==> src/design/mcp_pkg.sv <==
// Shared types, constants and helper functions of the motor command parser.
package mcp_pkg;

   // Framing buffer and speed scale
   localparam int BUFFER_BYTES = 32;
   localparam int IDX_W        = $clog2(BUFFER_BYTES);
   localparam int HEAD_DEPTH   = 6;
   localparam int FULL_SCALE   = 50;
   localparam int LEVEL_W      = $clog2(FULL_SCALE + 1);
   localparam int STEP_W       = 6;
   localparam int ARITH_W      = ((LEVEL_W > STEP_W) ? LEVEL_W : STEP_W) + 1;

   // Packet lengths checked at the closing brace, and the last buffer index
   localparam logic [IDX_W-1:0] MIN_LENGTH    = IDX_W'(4);
   localparam logic [IDX_W-1:0] MOTOR_LENGTH  = IDX_W'(6);
   localparam logic [IDX_W-1:0] ENABLE_LENGTH = IDX_W'(5);
   localparam logic [IDX_W-1:0] LAST_INDEX    = IDX_W'(BUFFER_BYTES - 1);

   // Character codes
   localparam logic [7:0] CH_OPEN      = 8'h7B;
   localparam logic [7:0] CH_CLOSE     = 8'h7D;
   localparam logic [7:0] CH_ACTION    = 8'h63;
   localparam logic [7:0] CMD_MOTOR    = 8'd77;
   localparam logic [7:0] CMD_ENABLE   = 8'd72;
   localparam logic [7:0] VAL_ON       = 8'd48;
   localparam logic [7:0] VAL_OFF      = 8'd49;
   localparam logic [7:0] SPEED_OFFSET = 8'd50;

   // Status codes
   localparam logic [2:0] ST_IDLE          = 3'd0;
   localparam logic [2:0] ST_FRAME_START   = 3'd1;
   localparam logic [2:0] ST_BYTE_STORED   = 3'd2;
   localparam logic [2:0] ST_APPLIED       = 3'd3;
   localparam logic [2:0] ST_TOO_SHORT     = 3'd4;
   localparam logic [2:0] ST_WRONG_ADDRESS = 3'd5;
   localparam logic [2:0] ST_BAD_SIZE      = 3'd6;
   localparam logic [2:0] ST_IGNORED       = 3'd7;

   // Bridge direction codes
   localparam logic [1:0] DIR_OFF = 2'd0;
   localparam logic [1:0] DIR_FWD = 2'd1;
   localparam logic [1:0] DIR_REV = 2'd2;

   // Configuration register indexes
   localparam int CSR_IDX_W = 2;
   localparam logic [CSR_IDX_W-1:0] CSR_DEVICE_ADDRESS = 2'd0;
   localparam logic [CSR_IDX_W-1:0] CSR_RAMP_STEP      = 2'd1;
   localparam logic [CSR_IDX_W-1:0] CSR_PWM_LOW        = 2'd2;
   localparam logic [CSR_IDX_W-1:0] CSR_PWM_HIGH       = 2'd3;

   // Command queue between parser and motor unit
   localparam int QUEUE_DEPTH = 4;
   localparam int QPTR_W      = $clog2(QUEUE_DEPTH);
   localparam int QCNT_W      = $clog2(QUEUE_DEPTH + 1);

   // Duty scaling: divide by FULL_SCALE through a reciprocal multiply
   localparam int PROD_W      = LEVEL_W + 1 + 9;
   localparam int ABS_W       = PROD_W - 1;
   localparam int RECIP_SHIFT = 20;
   localparam int RECIP       = (2**RECIP_SHIFT + FULL_SCALE - 1) / FULL_SCALE;
   localparam int RECIP_W     = $clog2(RECIP + 1);
   localparam int QUOT_W      = ABS_W + RECIP_W;

   typedef enum logic [2:0] {
      OP_REPORT,
      OP_TICK,
      OP_MOTOR,
      OP_ENABLE,
      OP_DISABLE
   } op_kind_type;

   typedef struct packed {
      logic       func;
      logic [7:0] rx_byte;
   } req_payload_type;

   typedef struct packed {
      logic [2:0] status;
      logic [7:0] left_duty;
      logic [7:0] right_duty;
      logic [1:0] left_direction;
      logic [1:0] right_direction;
      logic       pwm_active;
      logic       motors_enabled;
   } rsp_payload_type;

   typedef struct packed {
      logic [7:0]        device_address;
      logic [STEP_W-1:0] ramp_step;
      logic [7:0]        pwm_low;
      logic [7:0]        pwm_high;
   } cfg_type;

   typedef struct packed {
      logic [1:0]         dir;
      logic [LEVEL_W-1:0] target;
   } side_type;

   // Classified command from parser to motor unit
   typedef struct packed {
      op_kind_type kind;
      logic [2:0]  status;
      side_type    left;
      side_type    right;
   } op_type;

   // Motor state snapshot after one transaction
   typedef struct packed {
      logic [2:0]         status;
      logic [LEVEL_W-1:0] left_level;
      logic [LEVEL_W-1:0] right_level;
      logic [1:0]         left_dir;
      logic [1:0]         right_dir;
      logic               held_low;
      logic               enable;
   } snap_type;

   // Speed byte to direction and clamped magnitude
   function automatic side_type set_side(input logic [7:0] b);
      side_type   s;
      logic [7:0] mag;
      if (b < SPEED_OFFSET) begin
         s.dir = DIR_REV;
         mag   = SPEED_OFFSET - b;
      end else if (b == SPEED_OFFSET) begin
         s.dir = DIR_OFF;
         mag   = 8'd0;
      end else begin
         s.dir = DIR_FWD;
         mag   = b - SPEED_OFFSET;
      end
      if (mag > 8'(FULL_SCALE)) begin
         s.target = LEVEL_W'(FULL_SCALE);
      end else begin
         s.target = mag[LEVEL_W-1:0];
      end
      return s;
   endfunction

   // One ramp step of a level toward its target
   function automatic logic [LEVEL_W-1:0] step_one(input logic [LEVEL_W-1:0] level,
                                                   input logic [LEVEL_W-1:0] target,
                                                   input logic [STEP_W-1:0]  step);
      logic [ARITH_W-1:0] lv;
      logic [ARITH_W-1:0] tg;
      logic [ARITH_W-1:0] st;
      logic [ARITH_W-1:0] res;
      lv = ARITH_W'(level);
      tg = ARITH_W'(target);
      st = ARITH_W'(step);
      if (tg > lv && (tg - lv) > st) begin
         res = lv + st;
      end else if (lv > tg && (lv - tg) > st) begin
         res = lv - st;
      end else begin
         res = tg;
      end
      return res[LEVEL_W-1:0];
   endfunction

endpackage

==> src/design/mcp_queue.sv <==
// Short command queue between the parser and the motor unit.
module mcp_queue import mcp_pkg::*; (
   input  logic   clock,
   input  logic   reset,
   input  logic   push,
   input  op_type push_op,
   output logic   ready,
   input  logic   pop,
   output logic   valid,
   output op_type head_op
);

   op_type            mem_ff [QUEUE_DEPTH];
   logic [QPTR_W-1:0] wr_ptr_ff, wr_ptr_in;
   logic [QPTR_W-1:0] rd_ptr_ff, rd_ptr_in;
   logic [QCNT_W-1:0] count_ff, count_in;

   assign ready   = count_ff != QCNT_W'(QUEUE_DEPTH);
   assign valid   = count_ff != '0;
   assign head_op = mem_ff[rd_ptr_ff];

   // Pointer and fill count update
   always_comb begin
      wr_ptr_in = wr_ptr_ff;
      rd_ptr_in = rd_ptr_ff;
      count_in  = count_ff;
      if (push) begin
         wr_ptr_in = (wr_ptr_ff == QPTR_W'(QUEUE_DEPTH - 1)) ? '0 : wr_ptr_ff + 1'b1;
      end
      if (pop) begin
         rd_ptr_in = (rd_ptr_ff == QPTR_W'(QUEUE_DEPTH - 1)) ? '0 : rd_ptr_ff + 1'b1;
      end
      if (push && !pop) begin
         count_in = count_ff + 1'b1;
      end else if (pop && !push) begin
         count_in = count_ff - 1'b1;
      end
   end

   always_ff @(posedge clock) begin
      if (reset) begin
         wr_ptr_ff <= '0;
         rd_ptr_ff <= '0;
         count_ff  <= '0;
      end else begin
         wr_ptr_ff <= wr_ptr_in;
         rd_ptr_ff <= rd_ptr_in;
         count_ff  <= count_in;
      end
   end

   // Entry storage
   always_ff @(posedge clock) begin
      if (push) begin
         mem_ff[wr_ptr_ff] <= push_op;
      end
   end

`ifndef ASSERT_OFF
   a_count_bound: assert property (@(posedge clock) disable iff (reset)
      count_ff <= QCNT_W'(QUEUE_DEPTH))
      else $error("command queue count beyond depth");

   a_count_track: assert property (@(posedge clock) disable iff (reset)
      (push && !pop) |=> (count_ff == $past(count_ff) + 1'b1))
      else $error("command queue count missed a push");
`endif

endmodule

==> config.mk <==
export PLATFORM = sky130hd
export DESIGN_NAME = mcp_queue
export DESIGN_NICKNAME = d
export VERILOG_FILES = /design/src/design/mcp_pkg.sv /design/src/design/mcp_queue.sv
export SDC_FILE = /design/constraint.sdc
export NUM_CORES = 1
export LEC_CHECK = 0
export ABC_AREA = 1
export BUFFER_PORTS_ARGS = -buffer_cell sky130_fd_sc_hd__buf_2
export CORE_MARGIN = 4
export CORE_UTILIZATION = 60
export DETAILED_ROUTE_END_ITERATION = 16
export PLACE_DENSITY = 0.83
export SLEW_MARGIN = 10
export SYNTH_ARGS = -nofsm -noshare
export SYNTH_HDL_FRONTEND = slang
export SYNTH_SLANG_ARGS = --single-unit
==> constraint.sdc <==
create_clock -name clock -period 3.38 [get_ports clock]
set_input_delay 0.676 -clock clock [delete_from_list [all_inputs] [get_ports clock]]
set_output_delay 0.676 -clock clock [all_outputs]
set_load 0.005 [all_outputs]
==> results.md, run 1 <==
- Gr ovfl total: 0
- Fmax: 0.376 GHz
- ANT cells: 0
- Nets: 353
- Final clock skew: 0.00984 ns
- Required @ worst endpoint: 2.70 ns
- Main combinational cell family by area after synthesis: compound AO/OA/AOI/OAI gates
- Chip Height: 87.1 um
- DRT Wirelength: 6840 um
- Via density: 5.73
- CP Launch Type: flop
- Post-synth net total: 306
- Worst slew margin: 31.8%
- Longest Clk Path Bufs: 2
- Ports: 50
- Post-Synth Simple-Gate Area: 6.53%
- Yosys top cell area share: 70.4%
- DRC: 0
- Reg2reg path depth: 3
- CTS HTree Levels: 3
- Slew @ Worst Pin: 1.02 ns
- Worst-path maximum fanout: 45
- Detailed placement HPWL: 4020 um
- Final Cycle Share: 78.7%
- Post-synth top area cell: edfxtp_1
- Antenna-violating nets left: 0
- Initial detailed-routing violation count: 196
- Skew-Pair Late Insertion Delay: 0.35 ns
- Worst setup path class: reg2out
- Post-synthesis compound-gate area fraction: 10.7%
- Max_cap viols: 0
- Worst EP arrival: 1.98 ns
- Worst reg2reg setup slack: 1.60 ns
- Setup crit end kind: output port
- Synthesized area: 0.00375 mm^2
- Synth Area in Adders: 2.53%
- Full die area: 0.00759 mm^2
- Routed vias: 2292
- Fin cells: 400
- CP max stage delay: 0.90 ns
- CP max-delay cell: dfxtp_2
- Worst r2r dst: mem_ff[3][7]
- Mux cell area share after synthesis: 0%
- Total CTS buffers: 9
- Most frequent cell after synthesis: edfxtp_1
- # port buffers: 49
- Reg clk slew, reported paths: 0.09 ns
- Cell Pwr Density: 587 mW/mm^2
- Worst R2R Start: wr_ptr_ff[0]
- GPL Wtd Cong: 0.751
- Vias in the first global route: 2241
- Syn Inst Count: 273
- Clk sink count: 97
- Asr flop ratio synth: 0%
- Share of layout cells above drive strength 1: 20.6%
- Core area: 0.00599 mm^2
- CTS Hold Bufs: 0
- 1st-pass router iterations: 5
- Post-layout min period: 2.66 ns
- GRT Overall Usage: 19.1%
- Leakage power: 0.00156 uW
- DP Cell Count: 384
- Syn avg cell area: 13.8 um^2
- Final setup fails: 0
- Post-CTS Setup Repair Bufs: 0
- Status: complete, no violations
- Flop and latch count out of synthesis: 97
- Synth Area in XOR/XNOR: 0%
- Largest net degree at the start of global routing: 46
- Post-synth top cells: edfxtp_1 (88), nor2_1 (49), o21ai_0 (29)
- Setup_tns: 0 ns
- Synth warn: 0
- Cell Chain, Critical Path: inv_8 > o21ai_0 > o22ai_1 > buf_2
- Leading cell types by total area after synthesis: edfxtp_1 (70%), nor2_1 (4.9%), dfxtp_1 (4.8%)
- Rows: 28
- Area grow syn2layout: 12.4%
- Starting Density: 62.7%
- Register area share after synthesis: 75.2%
- Initial antenna violation count: 0
- CTS tree: yes
- Hold depth: 2
- Min-delay src: reset
- Unrepaired setup endpoints after global routing: false
- Post-route core utilization: 70.4%
- Final hold violations: 0
- Main synth FF type: edfxtp_1
- Peak VDD IR: 0.000351 V
- Hold endpoint: wr_ptr_ff[0]
- Routed len/inst: 17.1 um
- Fin. max-slew vios: 0
- First-pass GRT wire length: 10700 um
- Count of different cell masters after synthesis: 19
- Post-synth EDFFs: 88
- Die width: 87.1 um
- Root Driver: clkbuf_8
- Path category of the worst min-delay check: in2reg
- CTS resizes: 0
[how the worst max path moves through the flow]
stage                              to  depth (start not counted)
after CTS                 head_op[13]                          4
final                     head_op[15]                          4
after detailed placement  head_op[13]                          4
after floorplan           count_ff[2]                         10
after global routing      head_op[13]                          4
after global placement    head_op[20]                          4
[critical path: cells and delay by family, from the launching register on]
| family | cells | cell delay [ns] |
|---|---|---|
| flip-flops | 1 | 0.90 |
| AO/OA/AOI/OAI | 2 | 0.36 |
| buffers and inverters | 2 | 0.38 |
[metal layers]
layer / share of wire [%] / track usage, % / vias up
met2: 49 / 28.0 / 75
met3: 5.7 / 4.35 / 14
met4: 1.8 / 12.0 / 0
li1: - / - / 1097
met5: 0 / 0 / -
met1: 43 / 25.9 / 1106
[cell type report]
cell class / count / area (um^2)
Clock buffer: 12 / 165
Sequential cell: 97 / 2820
Clock inverter: 4 / 72.6
Timing Repair Buffer: 49 / 245
Tap cell: 75 / 93.8
Inverter: 18 / 75.1
Fill cell: 402 / 1770
Multi-Input combinational cell: 145 / 743
[power by group]
part / total, uW / internal (uW) / switching [uW]
Sequential: 1400 / 1370 / 34.8
Clock: 853 / 478 / 375
Combinational: 223 / 86.7 / 136
[stage by stage]
| step | setup slack, ns | hold slack, ns | total power (uW) | area, um^2 |
|---|---|---|---|---|
| 3_5_place_dp | 1.10 | 0.534 | 1650 | 3980 |
| 5_1_grt | 0.519 | 0.520 | 2570 | 4220 |
| 3_3_place_gp | 1.12 | 0.509 | 1640 | 3980 |
| 2_1_floorplan | 1.65 | 0.483 | 1560 | 3750 |
| 6_report | 0.721 | 0.532 | 2480 | 4220 |
| 4_1_cts | 0.705 | 0.521 | 2480 | 4220 |
[cell usage in the layout, fill, tap and decap left out, drive strengths merged, types with 2 or more instances in the layout]
cell type,n
a21oi,5
buf,49
bufinv,2
clkbuf,12
dfxtp,9
edfxtp,88
ha,6
inv,19
nand2,8
nand3,3
nor2,49
nor3,2
o21ai,48
o22ai,22
[flip-flops by register name (all words and copies together) (netlist names), named ones only]
register and flops:
count_ff 3, wr_ptr_ff 2, rd_ptr_ff 2, mem_ff 88
[cells by family after synthesis]
family,after synthesis
flip-flops,97
AND/OR/NAND/NOR,63
buffers and inverters,31
adder cells (fa/ha/maj),7
AO/OA/AOI/OAI,75
(Power assumes the default switching activity.)
==> run 2: changes to the inputs <==
- ABC_AREA: 1 -> 0
- CORE_UTILIZATION: 60 -> 56
- PLACE_DENSITY: 0.83 -> 0.78
- clock period: 3.38 -> 2.7 ns (I/O delays scaled with it)
==> run 2 against run 1 <==
Against the previous run:
- sequential power is 25% higher
- largest power group unchanged
- utilization decreased by 3.9 points
- critical path depth is 1 lower
- power up 21%
- final area fell by 0.50%
- sequential cell count did not move
==> results.md, run 2 <==
- Routed len/inst: 18.5 um (was 17.1 um)
- Unrepaired setup endpoints after global routing: false (unchanged)
- DRT Wirelength: 5600 um (was 6840 um)
- Gr ovfl total: 0 (unchanged)
- Final hold violations: 0 (unchanged)
- Post-synth EDFFs: 88 (unchanged)
- Worst reg2reg setup slack: 1.07 ns (was 1.60 ns)
- Final Cycle Share: 87.4%
- ANT cells: 0 (unchanged)
- Fin. max-slew vios: 0 (unchanged)
- Synth warn: 0 (unchanged)
- Syn avg cell area: 22.8 um^2 (was 13.8 um^2)
- Most common cell after layout, fill and taps aside: edfxtp_1 (unchanged)
- Fmax: 0.424 GHz
- Post-CTS Setup Repair Bufs: 0 (unchanged)
- Cell Pwr Density: 711 mW/mm^2 (was 587 mW/mm^2)
- CP max stage delay: 0.61 ns (was 0.90 ns)
- Max_cap viols: 0 (unchanged)
- Final Power: 2980 uW (was 2480 uW)
- Via density: 5.44 (was 5.73)
- Routed vias: 1648 (was 2292)
- CTS resizes: 0 (unchanged)
- Status: complete, no violations (unchanged)
- CP top delay family: flip-flops (unchanged)
- Setup crit end kind: output port (unchanged)
- Leakage power: 0.00148 uW (was 0.00156 uW)
- Detailed placement HPWL: 3730 um (was 4020 um)
- Syn Inst Count: 159 (was 273)
- Most frequent cells in the layout: edfxtp_1 (88), buf_2 (49), mux4_2 (20) (was edfxtp_1 (88), nor2_1 (49), buf_2 (49))
- Setup_tns: 0 ns (unchanged)
- Post-synth net total: 192 (was 306)
- First-pass GRT wire length: 8900 um (was 10700 um)
- Longest Clk Path Bufs: 2 (unchanged)
- Min-delay src: push_op[7] (was reset)
- Synthesized area: 0.00362 mm^2 (was 0.00375 mm^2)
- Fin cells: 303 (was 400)
- Largest Register: mem_ff (unchanged)
- Count of different cell masters after synthesis: 18 (was 19)
- Most frequent cell after synthesis: edfxtp_1 (unchanged)
- Required @ worst endpoint: 2.16 ns (was 2.70 ns)
- Worst Path Buf+Inv: 2 (unchanged)
- Cell Chain, Critical Path: buf_12 > mux4_2 > buf_2 (was inv_8 > o21ai_0 > o22ai_1 > buf_2)
- Reg clk slew, reported paths: 0.09 ns (about the same)
- CTS Hold Bufs: 0 (unchanged)
- Worst setup path class: reg2out (unchanged)
- Register area share after synthesis: 78.0% (was 75.2%)
- DP Cell Count: 287 (was 384)
- Worst EP arrival: 1.82 ns (was 1.98 ns)
- Skew-Pair Late Insertion Delay: 0.34 ns (was 0.35 ns)
- CP Launch Type: flop (unchanged)
- Number of filler cells placed in the layout: 424 (was 402)
- Yosys top cell area share: 73.0% (was 70.4%)
- Register area: 0.00282 mm^2 (unchanged)
- Max reg flops: 88 (unchanged)
- Post-synth top area cell: edfxtp_1 (unchanged)
- Main synth FF type: edfxtp_1 (unchanged)
- Setup WS post-layout: 0.339 ns (was 0.721 ns)
- Chip Height: 88.4 um (was 87.1 um)
- Worst R2R Start: wr_ptr_ff[0] (unchanged)
- Root Driver: clkbuf_8 (unchanged)
- # port buffers: 49 (unchanged)
- CTS tree: yes (unchanged)
- Largest registers: mem_ff x88, count_ff x3 (unchanged)
- Share of layout cells above drive strength 1: 39.8% (was 20.6%)
- 1st-pass router iterations: 4 (was 5)
- Worst-path maximum fanout: 12 (was 45)
- Slew @ Worst Pin: 0.452 ns (was 1.02 ns)
- Post-synth top cells: edfxtp_1 (88), mux4_2 (20), dfxtp_1 (9) (was edfxtp_1 (88), nor2_1 (49), o21ai_0 (29))
- Total CTS buffers: 9 (unchanged)
- Area grow syn2layout: 16.0% (was 12.4%)
- Multi-input gate area: 749 um^2 (was 743 um^2)
- Leading cell types by total area after synthesis: edfxtp_1 (73%), mux4_2 (12%), dfxtp_1 (5.0%) (was edfxtp_1 (70%), nor2_1 (4.9%), dfxtp_1 (4.8%))
- Final clock skew: 0.00713 ns (was 0.00984 ns)
- GRT Overall Usage: 16.2% (was 19.1%)
- Starting Density: 57.3% (was 62.7%)
- Hold WS: 0.410 ns (was 0.532 ns)
- Rows: 29 (was 28)
- Initial antenna violation count: 0 (unchanged)
- Largest net degree at the start of global routing: 23 (was 46)
- Full die area: 0.00781 mm^2 (was 0.00759 mm^2)
- CTS HTree Levels: 3 (unchanged)
- Peak VDD IR: 0.000408 V (was 0.000351 V)
- GPL Wtd Cong: 0.673 (was 0.751)
- Core area: 0.00631 mm^2 (was 0.00599 mm^2)
- Flop and latch count out of synthesis: 97 (unchanged)
- Ports: 50 (unchanged)
- Initial detailed-routing violation count: 89 (was 196)
- Post-layout min period: 2.36 ns
- Place WS: 0.664 ns (was 1.10 ns)
- Asr flop ratio synth: 0% (unchanged)
- Clk sink count: 97 (unchanged)
- Antenna-violating nets left: 0 (unchanged)
- Worst slew margin: 69.9% (was 31.8%)
- Nets: 254 (was 353)
- Vias in the first global route: 1703 (was 2241)
- CP max-delay cell: dfxtp_2 (unchanged)
- Die width: 88.4 um (was 87.1 um)
- Path category of the worst min-delay check: in2reg (unchanged)
- DRC: 0 (unchanged)
- Final setup fails: 0 (unchanged)
[run 2: cell count changes after synthesis, sizes merged, moves of 4 or more]
cell,delta
mux2i,+4
o21ai,-47
inv,-14
and2,+4
nor2,-41
o22ai,-22
nand2,-7
buf,-9
mux4,+22
[run 2: worst paths after layout]
kind,cells after the start,to
max reg2reg,3,mem_ff[1][14]
min,1,mem_ff[0][7]
max,3,head_op[12]
min reg2reg,2,count_ff[2]
[run 2: cell families after synthesis]
group                    count (synthesis)  synth area share (%)
flip-flops                              97                  78.0
AO/OA/AOI/OAI                            3                 0.415
adder cells (fa/ha/maj)                  7                  2.63
multiplexers                            26                  15.0
AND/OR/NAND/NOR                         16                  2.18
XOR/XNOR                                 2                 0.484
buffers and inverters                    8                  1.31
[run 2: report_power, final]
part | leakage (uW) | switching, uW | internal, uW
registers | 0.000883 | 35.1 | 1710
logic | 0.000494 | 128 | 143
clock network | 0.000108 | 448 | 518
[run 2: layout make-up]
cell class,count,area share (%)
clock inverters,6,1.97
clock buffers,10,3.04
flip-flops and latches,97,67.3
repair buffers,55,7.21
well taps,77,2.30
multi-input cells,54,17.9
inverters,4,0.358
[run 2: per-stage QoR]
| stage | util [%] | cell area, um^2 |
|---|---|---|
| global route | 66.5 | 4200 |
| global placement | 63.2 | 3990 |
| CTS | 66.5 | 4200 |
| floorplan | - | 3620 |
| detailed placement | 63.2 | 3990 |
| finish | 66.5 | 4200 |
[run 2: worst reg2reg max path: stages, from the launching register on]
cell and delay, ns:
dfxtp_1 0.41, ha_1 0.17, and2_1 0.40, buf_4 0.34
[run 2: layer usage]
| metal | up-vias | wire length (um) | GRT usage, % |
|---|---|---|---|
| met3 | 8 | 197 | 3.91 |
| met1 | 832 | 2430 | 21.0 |
| li1 | 775 | - | - |
| met5 | - | 0 | 0 |
| met2 | 33 | 2880 | 26.0 |
| met4 | 0 | 97 | 7.83 |
