<file path="src/design/mcp_pkg.sv">
// Shared types, constants and helper functions of the motor command parser.
package mcp_pkg;

   // Framing buffer and speed scale
   localparam int BUFFER_BYTES = 32;
   localparam int IDX_W        = $clog2(BUFFER_BYTES);
   localparam int HEAD_DEPTH   = 6;
   localparam int FULL_SCALE   = 50;
   localparam int LEVEL_W      = $clog2(FULL_SCALE + 1);
   localparam int STEP_W       = 6;
   localparam int ARITH_W      = ((LEVEL_W > STEP_W) ? LEVEL_W : STEP_W) + 1;

   // Packet lengths checked at the closing brace, and the last buffer index
   localparam logic [IDX_W-1:0] MIN_LENGTH    = IDX_W'(4);
   localparam logic [IDX_W-1:0] MOTOR_LENGTH  = IDX_W'(6);
   localparam logic [IDX_W-1:0] ENABLE_LENGTH = IDX_W'(5);
   localparam logic [IDX_W-1:0] LAST_INDEX    = IDX_W'(BUFFER_BYTES - 1);

   // Character codes
   localparam logic [7:0] CH_OPEN      = 8'h7B;
   localparam logic [7:0] CH_CLOSE     = 8'h7D;
   localparam logic [7:0] CH_ACTION    = 8'h63;
   localparam logic [7:0] CMD_MOTOR    = 8'd77;
   localparam logic [7:0] CMD_ENABLE   = 8'd72;
   localparam logic [7:0] VAL_ON       = 8'd48;
   localparam logic [7:0] VAL_OFF      = 8'd49;
   localparam logic [7:0] SPEED_OFFSET = 8'd50;

   // Status codes
   localparam logic [2:0] ST_IDLE          = 3'd0;
   localparam logic [2:0] ST_FRAME_START   = 3'd1;
   localparam logic [2:0] ST_BYTE_STORED   = 3'd2;
   localparam logic [2:0] ST_APPLIED       = 3'd3;
   localparam logic [2:0] ST_TOO_SHORT     = 3'd4;
   localparam logic [2:0] ST_WRONG_ADDRESS = 3'd5;
   localparam logic [2:0] ST_BAD_SIZE      = 3'd6;
   localparam logic [2:0] ST_IGNORED       = 3'd7;

   // Bridge direction codes
   localparam logic [1:0] DIR_OFF = 2'd0;
   localparam logic [1:0] DIR_FWD = 2'd1;
   localparam logic [1:0] DIR_REV = 2'd2;

   // Configuration register indexes
   localparam int CSR_IDX_W = 2;
   localparam logic [CSR_IDX_W-1:0] CSR_DEVICE_ADDRESS = 2'd0;
   localparam logic [CSR_IDX_W-1:0] CSR_RAMP_STEP      = 2'd1;
   localparam logic [CSR_IDX_W-1:0] CSR_PWM_LOW        = 2'd2;
   localparam logic [CSR_IDX_W-1:0] CSR_PWM_HIGH       = 2'd3;

   // Command queue between parser and motor unit
   localparam int QUEUE_DEPTH = 4;
   localparam int QPTR_W      = $clog2(QUEUE_DEPTH);
   localparam int QCNT_W      = $clog2(QUEUE_DEPTH + 1);

   // Duty scaling: divide by FULL_SCALE through a reciprocal multiply
   localparam int PROD_W      = LEVEL_W + 1 + 9;
   localparam int ABS_W       = PROD_W - 1;
   localparam int RECIP_SHIFT = 20;
   localparam int RECIP       = (2**RECIP_SHIFT + FULL_SCALE - 1) / FULL_SCALE;
   localparam int RECIP_W     = $clog2(RECIP + 1);
   localparam int QUOT_W      = ABS_W + RECIP_W;

   typedef enum logic [2:0] {
      OP_REPORT,
      OP_TICK,
      OP_MOTOR,
      OP_ENABLE,
      OP_DISABLE
   } op_kind_type;

   typedef struct packed {
      logic       func;
      logic [7:0] rx_byte;
   } req_payload_type;

   typedef struct packed {
      logic [2:0] status;
      logic [7:0] left_duty;
      logic [7:0] right_duty;
      logic [1:0] left_direction;
      logic [1:0] right_direction;
      logic       pwm_active;
      logic       motors_enabled;
   } rsp_payload_type;

   typedef struct packed {
      logic [7:0]        device_address;
      logic [STEP_W-1:0] ramp_step;
      logic [7:0]        pwm_low;
      logic [7:0]        pwm_high;
   } cfg_type;

   typedef struct packed {
      logic [1:0]         dir;
      logic [LEVEL_W-1:0] target;
   } side_type;

   // Classified command from parser to motor unit
   typedef struct packed {
      op_kind_type kind;
      logic [2:0]  status;
      side_type    left;
      side_type    right;
   } op_type;

   // Motor state snapshot after one transaction
   typedef struct packed {
      logic [2:0]         status;
      logic [LEVEL_W-1:0] left_level;
      logic [LEVEL_W-1:0] right_level;
      logic [1:0]         left_dir;
      logic [1:0]         right_dir;
      logic               held_low;
      logic               enable;
   } snap_type;

   // Speed byte to direction and clamped magnitude
   function automatic side_type set_side(input logic [7:0] b);
      side_type   s;
      logic [7:0] mag;
      if (b < SPEED_OFFSET) begin
         s.dir = DIR_REV;
         mag   = SPEED_OFFSET - b;
      end else if (b == SPEED_OFFSET) begin
         s.dir = DIR_OFF;
         mag   = 8'd0;
      end else begin
         s.dir = DIR_FWD;
         mag   = b - SPEED_OFFSET;
      end
      if (mag > 8'(FULL_SCALE)) begin
         s.target = LEVEL_W'(FULL_SCALE);
      end else begin
         s.target = mag[LEVEL_W-1:0];
      end
      return s;
   endfunction

   // One ramp step of a level toward its target
   function automatic logic [LEVEL_W-1:0] step_one(input logic [LEVEL_W-1:0] level,
                                                   input logic [LEVEL_W-1:0] target,
                                                   input logic [STEP_W-1:0]  step);
      logic [ARITH_W-1:0] lv;
      logic [ARITH_W-1:0] tg;
      logic [ARITH_W-1:0] st;
      logic [ARITH_W-1:0] res;
      lv = ARITH_W'(level);
      tg = ARITH_W'(target);
      st = ARITH_W'(step);
      if (tg > lv && (tg - lv) > st) begin
         res = lv + st;
      end else if (lv > tg && (lv - tg) > st) begin
         res = lv - st;
      end else begin
         res = tg;
      end
      return res[LEVEL_W-1:0];
   endfunction

endpackage

</file>
<file path="src/design/mcp_chan_if.sv">
// Valid/ready channel carrying one payload struct per transaction.
interface mcp_chan_if #(parameter type payload_type = logic) ();
   logic        valid;
   logic        ready;
   payload_type data;

   modport source (output valid, output data, input ready);
   modport sink (input valid, input data, output ready);
endinterface

</file>
<file path="src/design/mcp_duty.sv">
// Duty computation pipeline: level times span, scaled by the full-scale reciprocal.
module mcp_duty import mcp_pkg::*; (
   input  logic       clock,
   input  logic       reset,
   input  logic       snap_valid,
   input  snap_type   snap,
   output logic       snap_ready,
   input  logic [7:0] pwm_low,
   input  logic [7:0] pwm_high,
   mcp_chan_if.source rsp_chan
);

   logic                     mul_valid_ff, mul_valid_in;
   snap_type                 mul_snap_ff;
   logic signed [PROD_W-1:0] left_prod_ff, left_prod_in;
   logic signed [PROD_W-1:0] right_prod_ff, right_prod_in;
   logic signed [8:0]        span;
   logic                     out_valid_ff, out_valid_in;
   rsp_payload_type          out_ff, out_in;
   logic                     out_ready;
   logic                     mul_ready;

   assign out_ready  = !out_valid_ff || rsp_chan.ready;
   assign mul_ready  = !mul_valid_ff || out_ready;
   assign snap_ready = mul_ready;

   assign rsp_chan.valid = out_valid_ff;
   assign rsp_chan.data  = out_ff;

   // Level times signed duty span
   assign span          = $signed({1'b0, pwm_high}) - $signed({1'b0, pwm_low});
   assign left_prod_in  = $signed({1'b0, snap.left_level}) * span;
   assign right_prod_in = $signed({1'b0, snap.right_level}) * span;
   assign mul_valid_in  = mul_ready ? snap_valid : mul_valid_ff;

   // Truncating divide by full scale, then offset by the low duty
   function automatic logic [7:0] scale_duty(input logic signed [PROD_W-1:0] prod,
                                             input logic [7:0] low);
      logic [PROD_W-1:0] mag_full;
      logic [QUOT_W-1:0] quot;
      logic [7:0]        q;
      mag_full = prod[PROD_W-1] ? (PROD_W'(0) - prod) : prod;
      quot     = QUOT_W'(mag_full[ABS_W-1:0]) * QUOT_W'(RECIP);
      q        = quot[RECIP_SHIFT +: 8];
      return prod[PROD_W-1] ? (low - q) : (low + q);
   endfunction

   always_comb begin
      out_in.status          = mul_snap_ff.status;
      out_in.left_duty       = mul_snap_ff.held_low ? 8'd0
                                                    : scale_duty(left_prod_ff, pwm_low);
      out_in.right_duty      = mul_snap_ff.held_low ? 8'd0
                                                    : scale_duty(right_prod_ff, pwm_low);
      out_in.left_direction  = mul_snap_ff.left_dir;
      out_in.right_direction = mul_snap_ff.right_dir;
      out_in.pwm_active      = !mul_snap_ff.held_low;
      out_in.motors_enabled  = mul_snap_ff.enable;
      out_valid_in           = out_ready ? mul_valid_ff : out_valid_ff;
   end

   always_ff @(posedge clock) begin
      if (reset) begin
         mul_valid_ff <= 1'b0;
         out_valid_ff <= 1'b0;
      end else begin
         mul_valid_ff <= mul_valid_in;
         out_valid_ff <= out_valid_in;
      end
   end

   // Payload stages
   always_ff @(posedge clock) begin
      if (mul_ready && snap_valid) begin
         mul_snap_ff   <= snap;
         left_prod_ff  <= left_prod_in;
         right_prod_ff <= right_prod_in;
      end
      if (out_ready && mul_valid_ff) begin
         out_ff <= out_in;
      end
   end

`ifndef ASSERT_OFF
   a_held_low_duty_zero: assert property (@(posedge clock) disable iff (reset)
      (out_valid_ff && !out_ff.pwm_active) |-> (out_ff.left_duty == 8'd0 &&
                                                out_ff.right_duty == 8'd0))
      else $error("duty not zero while PWM held low");
`endif

endmodule

</file>
<file path="src/flat_wrapper.sv">
// flat-port wrapper written by rule: the top's interface ports become plain ports
module mcp_duty_flat import mcp_pkg::*;
  (clock, reset, snap_valid, snap, snap_ready, pwm_low, pwm_high, rsp_chan_valid, rsp_chan_data, rsp_chan_ready);
  mcp_chan_if rsp_chan_i ();
  input  logic clock;
  input  logic reset;
  input  logic snap_valid;
  input  snap_type snap;
  output logic snap_ready;
  input  logic [7:0] pwm_low;
  input  logic [7:0] pwm_high;
  output wire logic [$bits(rsp_chan_i.valid)-1:0] rsp_chan_valid;
  output wire logic [$bits(rsp_chan_i.data)-1:0] rsp_chan_data;
  input wire logic [$bits(rsp_chan_i.ready)-1:0] rsp_chan_ready;
  assign rsp_chan_valid = rsp_chan_i.valid;
  assign rsp_chan_data = rsp_chan_i.data;
  assign rsp_chan_i.ready = rsp_chan_ready;
  mcp_duty u_core (.clock(clock), .reset(reset), .snap_valid(snap_valid), .snap(snap), .snap_ready(snap_ready), .pwm_low(pwm_low), .pwm_high(pwm_high), .rsp_chan(rsp_chan_i));
endmodule
</file>
<file path="config.mk">
export PLATFORM = sky130hd
export DESIGN_NAME = mcp_duty_flat
export DESIGN_NICKNAME = d
export VERILOG_FILES = /design/src/design/mcp_pkg.sv /design/src/design/mcp_chan_if.sv /design/src/design/mcp_duty.sv /design/src/flat_wrapper.sv
export SDC_FILE = /design/constraint.sdc
export NUM_CORES = 1
export LEC_CHECK = 0
export ABC_AREA = 1
export BUFFER_PORTS_ARGS = -buffer_cell sky130_fd_sc_hd__buf_2
export CORE_AREA = 2 2 39 41
export CTS_BUF_LIST = sky130_fd_sc_hd__clkbuf_8
export CTS_CLUSTER_DIAMETER = 150
export CTS_CLUSTER_SIZE = 28
export DETAILED_ROUTE_END_ITERATION = 8
export DIE_AREA = 0 0 41 43
export GPL_TIMING_DRIVEN = 0
export PLACE_DENSITY = 0.55
export SKIP_CTS_REPAIR_TIMING = 1
export SLEW_MARGIN = 25
export SYNTH_ARGS = -nofsm -noshare
export SYNTH_HDL_FRONTEND = slang
export SYNTH_SLANG_ARGS = --single-unit
</file>
<file path="constraint.sdc">
create_clock -name clock -period 2.2 [get_ports clock]
set_input_delay 0.11 -clock clock [delete_from_list [all_inputs] [get_ports clock]]
set_output_delay 0.11 -clock clock [all_outputs]
set_load 0.05 [all_outputs]
</file>
==> key figures, run 1 <==
Power and ir drop
  – Leak Pwr: about 0.11 nW
  – Switching share of power: between 10% and 20%
  – Switch Pwr: around 0.050 mW
  – Flop pwr share: around a third
  – VDD IR-drop max: between 300 and 400 uV
  – Clock Power Share: 59.0%
  – Pwr/cell area: a little over 1000 nW/um^2
  – Power Internal: roughly 0.21 mW
  – Gate power share: under 10%

STA
  – Final period util: 47.2%
  – Final slew viol count: 0
  – Setup TNS: 0 ns
  – Relative slew slack: 83.5%
  – Setup violators final: 0
  – RSZ-0062 raised after global routing: false
  – Final min period: slightly above 1 ns
  – Slew @ Worst Pin: between 0.2 and 0.25 ns
  – F_max: about 960 MHz
  – Final setup skew: ~0.0017 ns
  – Final hold viol count: 0

Logic synthesis
  – Cells after synthesis: 14
  – Synth Area per Inst: roughly 11 sq um
  – Flops & latches, synth: 4
  – Ys Warns: 0
  – Post-Syn Area: 151 sq um
  – Syn Nets: 55
  – Library cells used by synthesis: 8
  – Sequential-to-total area share from yosys stat: between 60% and 70%

Clock network
  – Num CTS Buffers: 3
  – Reg clk slew, reported paths: roughly 0.03 ns
  – Clock Root Buffer: clkbuf_8
  – Bufs on Longest Clock Path: 2
  – Worst skew pair latency: about 0.21 ns
  – Num Clock Sinks: 4
  – H-tree depth: 1
  – CTS tree: done

GRT
  – Antenna violations before repair: 0
  – Vias in the first global route: 114
  – First-pass GRT wire length: about 470 um
  – Total gr overflow: 0
  – Pin count of the biggest net entering global routing: 5
  – GRT Overall Usage: under 10%

Floorplan
  – DIE WIDTH: 41 um
  – I/O pins: 44
  – Core area: 1380 sq um
  – Die Area: around 1800 sq um
  – Starting Density: between 10% and 20%
  – Row count: 14
  – Die span in y: 43 um

Setup path
  – Required @ worst endpoint: ~2.1 ns
  – CP arrival: 0.93 ns
  – Critical Path, Cell by Cell: nand3_2 -> buf_2
  – Cell family with most CP delay: flip-flops
  – Worst Path Buf+Inv: 1
  – Slowest-stage cell, CP: dfxtp_1
  – Startpoint types: flop
  – Critical path fanouts, max: 4
  – Max incr delay on CP: about 0.37 ns
  – Crit. End Element: primary output
  – Setup CP Type: reg -> out

Final layout
  – Multi-input gate area: 36.3 sq um
  – Most frequent cells in the layout: buf_2 (7), inv_1 (3), clkbuf_8 (3)
  – Design area: around 250 sq um
  – Layout area overhead: 63.6%
  – FF+latch area: between 100 and 150 sq um
  – Commonest non-fill, non-tap cell in the layout: buf_2
  – Final Util: 17.9%
  – Nets: 67
  – Fillers: roughly 150
  – Ant diodes: 0
  – Share of cells above drive strength 1: roughly 54%

Placement
  – Area after DPL: ~210 sq um
  – GP Congestion: about 0.64
  – PortBufs: 7

Min path
  – HP Class: in -> reg

Route
  – Initial DRC count: 1
  – DR WL/cell: 7.03 um
  – Post-route ant nets: 0
  – Drt first pass iters: 4
  – DR vias/cell: around 3.2
  – # DRC: 0
  – Vias: about 130
  – DRT Wirelength: 281 um

Job
  – Max_cap viols: 0

Status
  – Status: completed
## worst paths after layout
kind / slack [ns] / start / cells past startpoint / endpoint
setup reg to reg: 1.37 / u_core.rsp_chan.valid$_SDFFE_PP0P_ / 3 / u_core.mul_snap_ff[0]$_DFFE_PP_
hold / removal: 0.07 / snap[0] / 1 / u_core.mul_snap_ff[0]$_DFFE_PP_
setup / recovery: 1.16 / u_core.rsp_chan.valid$_SDFFE_PP0P_ / 2 / snap_ready
hold reg to reg: 0.41 / u_core.mul_snap_ff[0]$_DFFE_PP_ / 0 / u_core.rsp_chan.data$_DFFE_PP_
## metrics by stage
step | hold WS (ns) | setup WS [ns] | total power [mW] | std cells
final | 0.0735 | 1.16 | 0.256 | 40
after global routing | 0.0639 | 1.09 | 0.275 | 40
after CTS | 0.0662 | 1.14 | 0.265 | 40
after detailed placement | 0.291 | 1.35 | 0.106 | 37
after global placement | 0.290 | 1.38 | 0.106 | 37
after floorplan | 0.172 | 0.737 | 0.0990 | 14
## kinds of logic (layout without fill, tap and decap cells)
family          Yosys count  in the layout  share of synthesized area [%]
compound gates            3              3                           12.4
flops                     4              4                           66.1
simple gates              3              3                           11.6
buf+inv                   4             14                           9.91
## registers in the layout (all words and copies together), names as in the netlist
signal,flops
u_core.rsp_chan.valid,1
u_core.mul_valid_ff,1
u_core.mul_snap_ff,1
u_core.rsp_chan.data,1
## cell type report
cell class / instances / share of cell area (%)
repair buffers: 7 / 14.1
flip-flops and latches: 4 / 40.4
clock buffers: 3 / 16.7
multi-input cells: 6 / 14.6
inverters: 4 / 6.06
well taps: 16 / 8.08
## per-layer routing
| layer | routed length, um | vias to the layer above | GRT usage (%) |
|---|---|---|---|
| met1 | 127 | 50 | 4.85 |
| li1 | - | 65 | - |
| met5 | 0 | - | 0 |
| met2 | 84 | 11 | 4.06 |
| met4 | 0 | 0 | 4.00 |
| met3 | 68 | 0 | 9.42 |
## power groups by stage
stage          logic (mW)  clock network, mW  registers, mW
6_report           0.0195              0.151         0.0854
2_1_floorplan     0.00615                  0         0.0928
4_1_cts            0.0197              0.160         0.0854
3_3_place_gp       0.0196                  0         0.0862
5_1_grt            0.0213              0.168         0.0858
3_5_place_dp       0.0197                  0         0.0864
## cells in the mapped netlist
cell | number | area (sq um)
nand3_2 | 1 | 10.0
a21oi_1 | 2 | 10.0
a21oi_2 | 1 | 8.76
inv_2 | 1 | 3.75
inv_1 | 3 | 11.3
edfxtp_1 | 2 | 60.1
nand2_1 | 2 | 7.51
dfxtp_1 | 2 | 40.0
## worst reg2reg max path: cells and delay by family (launching register included)
family / cells / cell delay (ns)
buf+inv: 1 / 0.04
simple gates: 2 / 0.19
flops: 1 / 0.37
Power figures use the tool's default switching activity.
==> inputs of run 2 (changes only) <==
- ABC_AREA: 1 -> 0
- PLACE_DENSITY: 0.55 -> 0.56
- clock period: 2.2 -> 0.98 ns (I/O delays scaled with it)
==> key figures, run 2 <==
Setup path
  – Critical path fanouts, max: 3
  – Setup CP Type: reg -> out
  – Critical Path, Cell by Cell: nand3b_4 -> buf_4
  – CP arrival: 0.86 ns
  – Max incr delay on CP: approximately 0.35 ns
  – Slowest-stage cell, CP: dfxtp_4
  – Required @ worst endpoint: just over 0.9 ns
  – Crit. End Element: primary output
  – Startpoint types: flop

Logic synthesis
  – Synth top area cells: edfxtp_1 (37%), dfxtp_1 (24%), nand3b_4 (12%)
  – Largest area contributor in the netlist: edfxtp_1
  – Sequential-to-total area share from yosys stat: between 60 and 70%
  – Ys Warns: 0
  – Area share of the largest cell type after synthesis: between 30% and 40%
  – Post-Syn Area: 164 sq um
  – Synth cell count leaders: dfxtp_1 (2), edfxtp_1 (2), inv_1 (2)
  – Cells after synthesis: 12
  – Flops & latches, synth: 4
  – Syn Nets: between 50 and 60
  – Synth Area per Inst: between 10 and 15 sq um
  – Post-synth EDFFs: 2
  – Post-synth ARST share: 0%
  – Library cells used by synthesis: 9
  – Most used DFF post-synth: edfxtp_1

Clock network
  – H-tree depth: 1
  – Num CTS Buffers: 3
  – Reg clk slew, reported paths: 0.04 ns
  – Num Clock Sinks: 4
  – Clock Root Buffer: clkbuf_8
  – Bufs on Longest Clock Path: 2
  – Worst skew pair latency: 0.22 ns
  – CTS tree: done

GRT
  – GRT Overall Usage: about 4.8%
  – Pin count of the biggest net entering global routing: 4
  – Total gr overflow: 0
  – Vias in the first global route: around 120
  – First-pass GRT wire length: 455 um
  – Antenna violations before repair: 0

Floorplan
  – I/O pins: 44
  – Die Area: 1760 sq um
  – Die span in y: around 43 um
  – DIE WIDTH: between 40 and 50 um
  – Core area: ~1400 sq um
  – Starting Density: about an eighth
  – Row count: 14

Placement
  – Area after DPL: approximately 220 sq um
  – PortBufs: 7
  – GP Congestion: approximately 0.53
  – Pre-CTS setup slack: between 0.1 and 0.15 ns

Route
  – Drt first pass iters: 2
  – Vias: roughly 120
  – Max Used Layer: met3
  – M1 wire length: ~120 um
  – DRT Wirelength: 268 um
  – DR WL met2: 111 um
  – Met3 routed WL: around 32 um
  – DR vias/cell: around 3.2
  – DR WL/cell: between 6 and 7 um
  – # DRC: 0
  – Post-route ant nets: 0
  – Initial DRC count: 1

Power and ir drop
  – Leak Pwr: 0.138 nW
  – VDD IR-drop max: between 1000 and 1500 uV
  – PnR Total Power: about 0.60 mW
  – Pwr/cell area: around 2200 nW/um^2

STA
  – F_max: about 1100 MHz
  – Final setup skew: between 0.005 and 0.006 ns
  – Slew @ Worst Pin: roughly 0.26 ns
  – WHS: between 0.003 and 0.004 ns
  – Final period util: approximately 93%
  – RSZ-0062 raised after global routing: false
  – Relative slew slack: 83.1%
  – Final slew viol count: 0
  – Worst Setup Slack, final: just over 0.07 ns
  – Final hold viol count: 0
  – Final min period: 0.908 ns
  – Setup violators final: 0

Final layout
  – Final Util: approximately a fifth
  – Layout area overhead: 65.6%
  – Ant diodes: 0
  – Design area: 272 sq um
  – Most frequent cells in the layout: buf_2 (6), inv_1 (3), clkbuf_8 (3)
  – Share of cells above drive strength 1: between 60% and 70%
  – Fillers: 146
  – Commonest non-fill, non-tap cell in the layout: buf_2
  – Nets: 65

Min path
  – HP Class: in -> reg

Status
  – Status: completed

Job
  – Max_cap viols: 0
run 2: area by class of cell:
cell class	instances	area, sq um	area share, %
clock inverter	1	3.75	1.38
inverter	2	7.51	2.76
tap	16	20.0	7.37
clock buffer	3	41.3	15.2
timing repair buffer	7	37.5	13.8
sequential	4	105	38.7
multi-input combinational	6	56.3	20.7
run 2: path summary, 6_finish.rpt:
kind	start	end	slack, ns	cells past startpoint
worst max-delay path	u_core.rsp_chan.valid$_SDFFE_PP0P_	snap_ready	0.07	2
worst min-delay path	reset	u_core.mul_valid_ff$_SDFFE_PP0P_	0.004	2
worst max register to register	u_core.rsp_chan.valid$_SDFFE_PP0P_	u_core.rsp_chan.data$_DFFE_PP_	0.13	2
worst min register to register	u_core.mul_snap_ff[0]$_DFFE_PP_	u_core.rsp_chan.data$_DFFE_PP_	0.41	0
run 2: cells by family (layout without fill, tap and decap cells):
logic type      count (synthesis)  count (layout)  synth area share (%)
compound gates                  2               2                  8.39
buf+inv                         2              13                  4.58
flops                           4               4                  61.1
simple gates                    4               4                  26.0
run 2: worst max-delay path, delay by kind of cell (launching register included):
kind	cells	cell delay, ns
buffers and inverters	1	0.20
flip-flops	1	0.35
AND/OR/NAND/NOR	1	0.09
run 2: per-layer routing:
metal,vias up,track usage [%]
met5,-,0
met4,0,6.00
met3,0,6.28
met2,10,4.38
met1,53,4.25
li1,60,-
run 2: power breakdown:
group          total, mW  switching [mW]  internal (mW)
Combinational     0.0469          0.0275         0.0194
Clock              0.356          0.0885          0.267
Sequential         0.193         0.00612          0.186
Total              0.595           0.122          0.473
run 2: metrics by stage:
stage,setup TNS [ns],std cells
after floorplan,-0.103,12
after global placement,0,35
after detailed placement,0,35
after CTS,0,39
after global routing,0,39
final,0,39
